`config.mk`:
```
export PLATFORM = sky130hd
export DESIGN_NAME = dss_emit
export DESIGN_NICKNAME = d
export VERILOG_FILES = /design/src/rtl/dss_pkg.sv /design/src/rtl/dss_emit.sv
export SDC_FILE = /design/constraint.sdc
export NUM_CORES = 1
export LEC_CHECK = 0
export BUFFER_PORTS_ARGS = -buffer_cell sky130_fd_sc_hd__buf_2
export CAP_MARGIN = 20
export CELL_PAD_IN_SITES_DETAIL_PLACEMENT = 1
export CELL_PAD_IN_SITES_GLOBAL_PLACEMENT = 1
export CORE_MARGIN = 1.5
export CORE_UTILIZATION = 49
export DETAILED_ROUTE_END_ITERATION = 8
export GPL_TIMING_DRIVEN = 0
export PLACE_DENSITY = 0.87
export SLEW_MARGIN = 20
export SYNTH_ARGS = -nofsm -noshare
export SYNTH_HDL_FRONTEND = slang
export SYNTH_SLANG_ARGS = --single-unit
```
`constraint.sdc`:
```
create_clock -name clk -period 10.3 [get_ports clk]
set_input_delay 1.545 -clock clk [delete_from_list [all_inputs] [get_ports clk]]
set_output_delay 1.545 -clock clk [all_outputs]
set_load 0.05 [all_outputs]
```
`src/rtl/dss_pkg.sv`:
```
// Shared widths, register indexes and pipeline word types for the
// five-point diffusion sweep. No dependencies.
package dss_pkg;

  localparam int MAX_DIM = 1024;
  localparam int ADDR_W  = $clog2(MAX_DIM);
  localparam int DIM_W   = 11;
  localparam int CELL_W  = 32;
  localparam int GAIN_W  = 24;
  localparam int SUM_W   = 56;
  localparam int MAG_W   = CELL_W + 2;
  localparam int PROD_W  = MAG_W + GAIN_W;
  localparam int Q_W     = PROD_W - GAIN_W + 1;

  localparam int IN_TDATA_W  = CELL_W;
  localparam int OUT_USED_W  = 2 * ADDR_W + CELL_W + SUM_W;
  localparam int OUT_TDATA_W = ((OUT_USED_W + 7) / 8) * 8;

  localparam int CFG_IDX_W = 2;
  localparam logic [CFG_IDX_W-1:0] REG_GAIN   = 2'd0;
  localparam logic [CFG_IDX_W-1:0] REG_WIDTH  = 2'd1;
  localparam logic [CFG_IDX_W-1:0] REG_HEIGHT = 2'd2;

  localparam logic [GAIN_W-1:0] GAIN_RESET = 24'd16777;
  localparam logic [DIM_W-1:0]  DIM_RESET  = 11'd1000;
  localparam logic [DIM_W-1:0]  DIM_MIN    = 11'd3;
  localparam logic [DIM_W-1:0]  DIM_MAX    = DIM_W'(MAX_DIM);

  // Neighbourhood of the cell being updated
  typedef struct packed {
    logic [CELL_W-1:0] up;
    logic [CELL_W-1:0] down;
    logic [CELL_W-1:0] left;
    logic [CELL_W-1:0] right;
    logic [CELL_W-1:0] center;
  } tap_t;

  // Per-input control travelling alongside the arithmetic
  typedef struct packed {
    logic [ADDR_W-1:0] row_a;
    logic [ADDR_W-1:0] col;
    logic [CELL_W-1:0] pass;
    logic [CELL_W-1:0] incoming;
    logic              interior;
    logic              two;
    logic              done;
    logic              clr;
  } item_t;

  // One result word
  typedef struct packed {
    logic [ADDR_W-1:0] row;
    logic [ADDR_W-1:0] col;
    logic [CELL_W-1:0] value;
    logic [SUM_W-1:0]  sum;
    logic              done;
    logic              last;
  } res_t;

endpackage

```
`src/rtl/dss_emit.sv`:
```
// Saturating cell update, change accumulator and output register; splits
// a last-row input into its two result words. Depends on dss_pkg.
module dss_emit
  import dss_pkg::*;
(
  input  logic              clk,
  input  logic              rst_n,
  input  logic              s5_valid,
  input  logic [Q_W-1:0]    s5_q,
  input  logic              s5_minus,
  input  logic [CELL_W-1:0] s5_center,
  input  item_t             s5_item,
  input  logic              out_ready,
  output logic              en,
  output logic              out_valid,
  output res_t              out_res
);

  logic              h_valid_r, h_phase_r, out_valid_r;
  item_t             h_item_r;
  logic [CELL_W-1:0] h_nv_r, h_chg_r, nv, chg;
  logic [Q_W:0]      plus_wide;
  logic [SUM_W-1:0]  acc_r, acc_nxt, acc_base;
  logic [SUM_W:0]    acc_wide;
  logic              load_out, release_item;
  res_t              res_r, res_nxt;

  always_comb begin
    plus_wide = {1'b0, s5_q} + (Q_W+1)'(s5_center);
    nv        = s5_item.pass;
    chg       = '0;
    if (s5_item.interior) begin
      if (s5_minus) begin
        nv  = (s5_q >= Q_W'(s5_center)) ? '0 : s5_center - s5_q[CELL_W-1:0];
        chg = s5_center - nv;
      end else begin
        nv  = (plus_wide > (Q_W+1)'({CELL_W{1'b1}})) ? '1 : plus_wide[CELL_W-1:0];
        chg = nv - s5_center;
      end
    end
  end

  always_comb begin
    load_out     = h_valid_r && (!out_valid_r || out_ready);
    release_item = load_out && (h_phase_r || !h_item_r.two);
    en           = !h_valid_r || release_item;

    acc_base = h_item_r.clr ? '0 : acc_r;
    acc_wide = {1'b0, acc_base} + (SUM_W+1)'(h_chg_r);
    acc_nxt  = acc_wide[SUM_W] ? '1 : acc_wide[SUM_W-1:0];

    if (!h_phase_r) begin
      res_nxt.row   = h_item_r.row_a;
      res_nxt.col   = h_item_r.col;
      res_nxt.value = h_nv_r;
      res_nxt.sum   = '0;
      res_nxt.done  = 1'b0;
      res_nxt.last  = !h_item_r.two;
    end else begin
      res_nxt.row   = h_item_r.row_a + ADDR_W'(1);
      res_nxt.col   = h_item_r.col;
      res_nxt.value = h_item_r.incoming;
      res_nxt.sum   = h_item_r.done ? acc_r : '0;
      res_nxt.done  = h_item_r.done;
      res_nxt.last  = 1'b1;
    end
  end

  always_ff @(posedge clk) begin
    if (!rst_n) begin
      h_valid_r   <= 1'b0;
      h_phase_r   <= 1'b0;
      out_valid_r <= 1'b0;
      acc_r       <= '0;
    end else begin
      if (en) begin
        h_valid_r <= s5_valid;
        h_phase_r <= 1'b0;
      end else if (load_out) begin
        h_phase_r <= 1'b1;
      end
      if (load_out) begin
        out_valid_r <= 1'b1;
      end else if (out_ready) begin
        out_valid_r <= 1'b0;
      end
      // count the change once, with the first word of the input
      if (load_out && !h_phase_r) begin
        acc_r <= acc_nxt;
      end
    end
  end

  always_ff @(posedge clk) begin
    if (en) begin
      h_item_r <= s5_item;
      h_nv_r   <= nv;
      h_chg_r  <= chg;
    end
    if (load_out) begin
      res_r <= res_nxt;
    end
  end

  assign out_valid = out_valid_r;
  assign out_res   = res_r;

endmodule

```
==> flow_summary.toml <==
[critical_path]
arrival_ns = 9.30
critPathMaxFanout = 10
cp_slowest_stage_delay_ns = 0.77
slowest_stage = "a211oi_2"
endpoint_kind = "flop"
crit_type = "in -> reg"
worst_setup_path_start_kind = "input pin"
crit_buf_inv = 6
cp_top_family = "compound AO/OA/AOI/OAI gates"
cpMostUsedCell = "clkbuf_1"
cp.required_ns = 10.63

[synth]
async_flop_share_pct = 0
synth_top_area_share_pct = 33.4
synthTopCellsByArea = "edfxtp_1 33%, ha_1 11%, a21oi_1 5.9%, dfxtp_1 5.7%, xnor2_1 4.2%"
yosysMostFrequentCell = "a21oi_1"
synth_top_area_cell = "edfxtp_1"
syn_avg_cell_area_sq_um = 9.26
ys_warn_count = 0
synth_cells = 2221
dominantRegCellSynth = "edfxtp_1"
synth.net_count = 2574
synth.distinct_cells = 81
synth_seq_area_share_pct = 39.2
synthesis.area_sq_um = 20600
synth_common_cells = "244 x a21oi_1, 229 x edfxtp_1, 188 x ha_1, 177 x nand2_1, 170 x nor2_1"
synth_edf_count = 229
synth_seq_cells = 288

[job]
maxCapViolCount = 0

[place]
port_buffers = 270
dp.final_hpwl_mm = 57.8
place_inst = 3027
gp_congestion = 0.958

[layout]
utilization_pct = 57.2
areaGrowthSynthToFinish_pct = 14.4
final_cells = 3078
drive_above_1_share_pct = 15.9
fin_nets = 2876

[detailed_routing]
first_pass_iters = 7
drtIter0Drc = 1234
viasPerCell = 5.98
routedWlPerCell_microns = 23.2
dr_total_vias = 18410
drt-total-wl_mm = 71.5
antenna_left = 0
route.detailed.drc = 0

[global_route]
met2_usage_pct = 57.1
grt.met1_usage_pct = 41.5
grt-ovfl-total = 0
grt_first_pass_wirelength_mm = 110
grt-busiest-layer = "met2"
grt_pass1_vias = 19243
grt_max_degree = 49
grt_util_met3_pct = 2.34
antenna_found_initial = 3
grt_use_total_pct = 32.4

[cts]
clk_latency_ns = 0.56
holdBufCountCts = 0
cts_resized = 0
clk_pin_slew_ns = 0.07
clockBufferDepth = 3
cts_max_level = 1
clock_sinks = 288
cts_setup_buffers = 0
root_buffer = "clkbuf_16"
cts_buffers = 26
cts_tree = "done"

[sta]
finalCritPeriodShare_pct = 87.1
tightest_slew_ns = 0.951
finClkSkew_ns = 0.0218
whs_ns = 0.425
finalSetupViolCount = 0
fin_crit_ns = 8.97
max-slew-margin-rel_pct = 36.6
fin_tns_setup_ns = 0
hold_viol_final = 0
rsz0062_at_grt = "no"
drv_slew = 0
max_freq_mhz = 111

[run_status]
status = "finished clean"

[die]
num_rows = 74
die-area_sq_um = 43200
num_io_pins = 272
die_h_microns = 208
initial_core_util_pct = 50.0
die_w_microns = 208
coreArea_sq_um = 41100

[pwr]
peakVddDrop_mv = 0.116
p_total_uw = 3360
leakage_uw = 0.0100
power.density_nw_per_um2 = 143

[hold_path]
hp-class = "reg -> reg"
-- logic make-up (layout without fill, tap and decap cells) --
family	after synthesis	in the layout	share of synthesized area, %
simple gates	666	666	15.8
xor+xnor	146	146	6.22
fa+ha+maj	193	193	11.9
flops	288	288	39.2
buf+inv	235	557	4.41
mux	38	38	2.06
compound gates	655	655	20.4
other cells	0	3	0
-- worst paths after layout --
path / cells after the start / to / slack [ns] / startpoint
worst max-delay path: 28 / h_chg_r[30] / 1.33 / s5_q[11]
worst min-delay path: 0 / out_res[94] / 0.43 / h_item_r[72]
worst max register to register: 17 / acc_r[5] / 4.66 / h_item_r[0]
worst min register to register: 0 / out_res[94] / 0.43 / h_item_r[72]
-- final cells by class --
type                       count  area (sq um)
timing repair buffer         274          1430
clock buffer                  32           694
antenna                        3          7.51
fill                        4855         17600
clock inverter                16           149
buffer                       105           420
tap                          532           666
multi-input combinational   1698         11600
sequential                   288          8060
inverter                     130           488
-- layout by cell type (no fill, tap or decap), drive strengths merged, types with 69 or more instances in the layout --
master,n
and3,69
xnor2,99
inv,131
nor2,170
edfxtp,229
buf,299
a21o,69
nand2,177
a21oi,244
ha,188
o21ai,123
clkbuf,112
-- sequential cells by signal, indices dropped and copies added, names as in the netlist --
register,flops
h_item_r,55
h_chg_r,32
out_valid,1
h_valid_r,1
out_res,110
acc_r,56
h_nv_r,32
h_phase_r,1
-- per-stage QoR --
step | setup WS, ns | cell area (sq um)
floorplan | 3.44 | 20600
global placement | 1.09 | 22600
detailed placement | 1.02 | 22700
CTS | 1.52 | 23500
global route | 1.12 | 23500
finish | 1.33 | 23500
-- report_power, final --
group | switching [uW] | internal, uW
clock | 437 | 534
sequential | 43.2 | 1360
combinational | 647 | 332
-- layer usage --
metal / vias to the layer above / share of wire [%]
li1: 8676 / -
met1: 9049 / 43
met2: 547 / 49
met3: 136 / 4.0
met4: 2 / 4.1
met5: - / 0.024
Power figures use the tool's default switching activity.
