File: config.mk
export PLATFORM = sky130hd
export DESIGN_NAME = dss_update
export DESIGN_NICKNAME = d
export VERILOG_FILES = /design/src/rtl/dss_pkg.sv /design/src/rtl/dss_update.sv
export SDC_FILE = /design/constraint.sdc
export NUM_CORES = 2
export LEC_CHECK = 0
export ABC_AREA = 1
export BUFFER_PORTS_ARGS = -buffer_cell sky130_fd_sc_hd__buf_2
export CORE_ASPECT_RATIO = 0.5
export CORE_UTILIZATION = 40
export CTS_BUF_LIST = sky130_fd_sc_hd__clkbuf_8
export CTS_CLUSTER_SIZE = 12
export DETAILED_ROUTE_END_ITERATION = 6
export PLACE_DENSITY = 0.59
export RECOVER_POWER = 25
export SETUP_SLACK_MARGIN = 0.05
export SYNTH_ARGS = -nofsm -noshare
export SYNTH_HDL_FRONTEND = slang
export SYNTH_SLANG_ARGS = --single-unit
File: constraint.sdc
create_clock -name clk -period 17.15 [get_ports clk]
set_clock_uncertainty 0.1 [all_clocks]
set_input_delay 2.5725 -clock clk [delete_from_list [all_inputs] [get_ports clk]]
set_output_delay 2.5725 -clock clk [all_outputs]
set_load 0.01 [all_outputs]
File: src/rtl/dss_pkg.sv
// Shared widths, register indexes and pipeline word types for the
// five-point diffusion sweep. No dependencies.
package dss_pkg;

  localparam int MAX_DIM = 1024;
  localparam int ADDR_W  = $clog2(MAX_DIM);
  localparam int DIM_W   = 11;
  localparam int CELL_W  = 32;
  localparam int GAIN_W  = 24;
  localparam int SUM_W   = 56;
  localparam int MAG_W   = CELL_W + 2;
  localparam int PROD_W  = MAG_W + GAIN_W;
  localparam int Q_W     = PROD_W - GAIN_W + 1;

  localparam int IN_TDATA_W  = CELL_W;
  localparam int OUT_USED_W  = 2 * ADDR_W + CELL_W + SUM_W;
  localparam int OUT_TDATA_W = ((OUT_USED_W + 7) / 8) * 8;

  localparam int CFG_IDX_W = 2;
  localparam logic [CFG_IDX_W-1:0] REG_GAIN   = 2'd0;
  localparam logic [CFG_IDX_W-1:0] REG_WIDTH  = 2'd1;
  localparam logic [CFG_IDX_W-1:0] REG_HEIGHT = 2'd2;

  localparam logic [GAIN_W-1:0] GAIN_RESET = 24'd16777;
  localparam logic [DIM_W-1:0]  DIM_RESET  = 11'd1000;
  localparam logic [DIM_W-1:0]  DIM_MIN    = 11'd3;
  localparam logic [DIM_W-1:0]  DIM_MAX    = DIM_W'(MAX_DIM);

  // Neighbourhood of the cell being updated
  typedef struct packed {
    logic [CELL_W-1:0] up;
    logic [CELL_W-1:0] down;
    logic [CELL_W-1:0] left;
    logic [CELL_W-1:0] right;
    logic [CELL_W-1:0] center;
  } tap_t;

  // Per-input control travelling alongside the arithmetic
  typedef struct packed {
    logic [ADDR_W-1:0] row_a;
    logic [ADDR_W-1:0] col;
    logic [CELL_W-1:0] pass;
    logic [CELL_W-1:0] incoming;
    logic              interior;
    logic              two;
    logic              done;
    logic              clr;
  } item_t;

  // One result word
  typedef struct packed {
    logic [ADDR_W-1:0] row;
    logic [ADDR_W-1:0] col;
    logic [CELL_W-1:0] value;
    logic [SUM_W-1:0]  sum;
    logic              done;
    logic              last;
  } res_t;

endpackage

File: src/rtl/dss_update.sv
// Arithmetic pipeline: Laplacian, magnitude, gain product and rounding.
// Depends on dss_pkg.
module dss_update
  import dss_pkg::*;
(
  input  logic              clk,
  input  logic              rst_n,
  input  logic              en,
  input  logic              p1_valid,
  input  tap_t              p1_tap,
  input  item_t             p1_item,
  input  logic [GAIN_W-1:0] gain,
  output logic              s5_valid,
  output logic [Q_W-1:0]    s5_q,
  output logic              s5_minus,
  output logic [CELL_W-1:0] s5_center,
  output item_t             s5_item
);

  logic              s2_valid_r, s3_valid_r, s4_valid_r, s5_valid_r;
  logic [MAG_W-1:0]  s2_pos_r, s2_neg_r, s3_mag_r;
  logic [PROD_W-1:0] s4_prod_r;
  logic [Q_W-1:0]    s5_q_r;
  logic              s3_minus_r, s4_minus_r, s5_minus_r;
  logic [CELL_W-1:0] s2_center_r, s3_center_r, s4_center_r, s5_center_r;
  item_t             s2_item_r, s3_item_r, s4_item_r, s5_item_r;
  logic              minus;

  assign minus = s2_neg_r > s2_pos_r;

  always_ff @(posedge clk) begin
    if (!rst_n) begin
      s2_valid_r <= 1'b0;
      s3_valid_r <= 1'b0;
      s4_valid_r <= 1'b0;
      s5_valid_r <= 1'b0;
    end else if (en) begin
      s2_valid_r <= p1_valid;
      s3_valid_r <= s2_valid_r;
      s4_valid_r <= s3_valid_r;
      s5_valid_r <= s4_valid_r;
    end
  end

  always_ff @(posedge clk) begin
    if (en) begin
      // sum of the four neighbours against four times the centre
      s2_pos_r    <= MAG_W'(p1_tap.up) + MAG_W'(p1_tap.down)
                   + MAG_W'(p1_tap.left) + MAG_W'(p1_tap.right);
      s2_neg_r    <= {p1_tap.center, 2'b00};
      s2_center_r <= p1_tap.center;
      s2_item_r   <= p1_item;

      s3_minus_r  <= minus;
      s3_mag_r    <= minus ? s2_neg_r - s2_pos_r : s2_pos_r - s2_neg_r;
      s3_center_r <= s2_center_r;
      s3_item_r   <= s2_item_r;

      s4_prod_r   <= PROD_W'(s3_mag_r) * PROD_W'(gain);
      s4_minus_r  <= s3_minus_r;
      s4_center_r <= s3_center_r;
      s4_item_r   <= s3_item_r;

      // round to nearest at the gain's fraction point, ties away from zero
      s5_q_r      <= Q_W'(s4_prod_r[PROD_W-1:GAIN_W]) + Q_W'(s4_prod_r[GAIN_W-1]);
      s5_minus_r  <= s4_minus_r;
      s5_center_r <= s4_center_r;
      s5_item_r   <= s4_item_r;
    end
  end

  assign s5_valid  = s5_valid_r;
  assign s5_q      = s5_q_r;
  assign s5_minus  = s5_minus_r;
  assign s5_center = s5_center_r;
  assign s5_item   = s5_item_r;

endmodule

==> results.sh <==
export IMPL_slowest_stage="buf_2"
export IMPL_drt_pass1_iterations=5
export IMPL_arrival_ns=9.15
export IMPL_via_count=38098
export IMPL_critical_path_cell_chain="buf_2, nand2_1, fa_1, inv_1, fa_1, inv_1, fa_1, inv_1, fa_1, fa_1, inv_1, fa_1, fa_1, inv_1, ha_1, nand2_1, nor2_1, nand2_1, o21ai_0, inv_1, nand3_1, xor2_1"
export IMPL_max_stage_delay_ns=0.58
export IMPL_max_freq_mhz=116
export IMPL_drv_cap=0
export IMPL_end_kind="flop"
export IMPL_detailed_place_area_um2=58800
export IMPL_path_buf_inv=7
export IMPL_globalplace_congestion=0.939
export IMPL_grtUsageTotal=0.207
export IMPL_grt_overflow=0
export IMPL_htreeDepth=3
export IMPL_grt_pass1_wl_mm=221
export IMPL_clock_sinks=625
export IMPL_fin_util=0.447
export IMPL_yosysUniqueCellTypes=47
export IMPL_hold_path_class="reg2reg"
export IMPL_finalSetupViolCount=0
export IMPL_coreArea_um2=135000
export IMPL_crit_family="adder cells"
export IMPL_final_area_um2=60500
export IMPL_clk_latency_ns=0.81
export IMPL_area_delta_synth_final_pct=10.2
export IMPL_io_pins=433
export IMPL_finalHoldViolCount=0
export IMPL_max_slew_margin=0.156
export IMPL_synthFlopType="edfxtp_1"
export IMPL_cts_hold_buf=0
export IMPL_synthArstFlopShare=0
export IMPL_status="finished, final reports clean"
export IMPL_yosysSeqAreaShare=0.341
export IMPL_synth_edf_count=621
export IMPL_critPathRequiredTime_ns=17.67
export IMPL_synthTopCellsByArea="edfxtp_1 (34%), fa_1 (28%), nand2_1 (10%), inv_1 (10%), ha_1 (6.3%)"
export IMPL_grt_max_degree=165
export IMPL_cpMostUsedCell="fa_1"
export IMPL_initial_core_util=0.406
export IMPL_path_class="in2reg"
export IMPL_antenna_found_initial=8
export IMPL_syn_area_um2=54900
export IMPL_postCtsSetupRepairBufs=0
export IMPL_wl_per_cell_um=17.5
export IMPL_buffer_ports_inserted=432
export IMPL_synth_warnings=0
export IMPL_rsz0062_at_grt="no"
export IMPL_tightest_slew_ns=1.27
export IMPL_yosysTopAreaCellShare=0.340
export IMPL_grt_pass1_vias=39833
export IMPL_path_clk_slew_ns=0.06
export IMPL_final_common_cell="nand2_1"
export IMPL_die_area_um2=139000
export IMPL_die_w_um=526
export IMPL_rows=95
export IMPL_synth_ff_latch_count=625
export IMPL_synth_net_count=7131
export IMPL_synth_cells=5811
export IMPL_cts_tree="built"
export IMPL_fin_setup_tns_ns=0
export IMPL_clk_path_buf_depth=3
export IMPL_cts_buffers=89
export IMPL_cts_root_buf="clkbuf_8"
export IMPL_cts_resized=0
export IMPL_drive_above_1_share=0.102
export IMPL_drt_initial_drc_count=2424
export IMPL_timing_final_crit_share=0.503
export IMPL_finalMaxSlewViolations=0
export IMPL_die_h_um=264
export IMPL_drcViolationCount=0
export IMPL_hpwl_mm=109
export IMPL_wirelength_mm=141
export IMPL_crit_fanout=34
export IMPL_fin_crit_ns=8.63
export IMPL_ant_nets=0
export IMPL_yosys_area_top_type="edfxtp_1"
export IMPL_vias_per_cell=4.74
export IMPL_syn_area_per_cell_um2=9.44
export IMPL_final_nets=7506
export IMPL_worst_setup_path_start_kind="primary input"
export IMPL_mostFrequentLayoutCells="nand2_1 (1498), inv_1 (1492), fa_1 (766)"
==> cell families after synthesis <==
kind of cell / share of synthesized area
buffers and inverters: 0.116
flip-flops: 0.341
AO/OA/AOI/OAI: 0.0369
AND/OR/NAND/NOR: 0.145
XOR/XNOR: 0.0177
adder cells (fa/ha/maj): 0.343
==> state kept, by name, summed over array words and instances (netlist names), 32 cells and up <==
signal / flops
s2_item_r: 88
s3_item_r: 88
s4_item_r: 88
s5_item: 88
s4_prod_r: 35
s5_q: 35
s2_pos_r: 34
s3_mag_r: 34
s2_center_r: 32
s3_center_r: 32
s4_center_r: 32
s5_center: 32
==> metal layers <==
layer  part of all wire  track usage  vias to the layer above
li1                   -            -                    18141
met1               0.43        0.273                    18582
met2               0.47        0.346                     1163
met3              0.075       0.0447                      212
met4              0.022       0.0521                        0
met5                  0            0                        -
==> per-stage QoR <==
| step | hold WS, ns | std cells | setup WS [ns] |
|---|---|---|---|
| detailed placement | 0.305 | 7889 | 7.77 |
| global placement | 0.300 | 7889 | 7.76 |
| floorplan | 0.300 | 5811 | 8.74 |
| CTS | 0.282 | 8043 | 8.66 |
| global route | 0.305 | 8046 | 8.29 |
| finish | 0.299 | 8046 | 8.52 |
==> synthesized netlist by cell type, types with 8 or more instances <==
master    number
o21ai_0      114
nand2_1     1498
o21ai_1       11
xor2_1        82
buf_4         16
clkbuf_1     162
nand3_1      112
nand4_1       34
ha_1         278
nor2_2        11
nand2_2       17
o21bai_1      17
nor2_1       268
a21o_1        15
nor4_1         8
xnor2_1       29
fa_1         766
a21oi_1      191
o211ai_1       8
buf_2          8
edfxtp_1     621
inv_1       1468
nor3_1        23
==> layout make-up <==
cell class / instances / area [um2]
fill: 13230 / 74700
multi-input combinational: 3521 / 29800
sequential: 625 / 18700
inverter: 1475 / 5540
timing repair buffer: 474 / 2500
tap: 1794 / 2240
clock buffer: 89 / 1220
clock inverter: 65 / 448
antenna: 3 / 7.51
==> worst register-to-register path: cells and delay by family, from the launching register on <==
family | cells | cell delay [ns]
AO/OA/AOI/OAI | 3 | 0.70
adder cells (fa/ha/maj) | 8 | 3.91
buffers and inverters | 5 | 0.26
flip-flops | 1 | 1.14
AND/OR/NAND/NOR | 6 | 0.86
==> path summary, 6_finish.rpt <==
kind,end,start,slack (ns),cells after the start
setup / recovery,s4_prod_r[37],gain[3],8.52,22
hold / removal,s3_item_r[33],s2_item_r[33],0.30,0
setup reg to reg,s4_prod_r[55],s3_mag_r[6],9.93,22
hold reg to reg,s3_item_r[33],s2_item_r[33],0.30,0
Power is not shown: default switching activity piles up to over one toggle a cycle in this logic, so the estimate is an artifact.
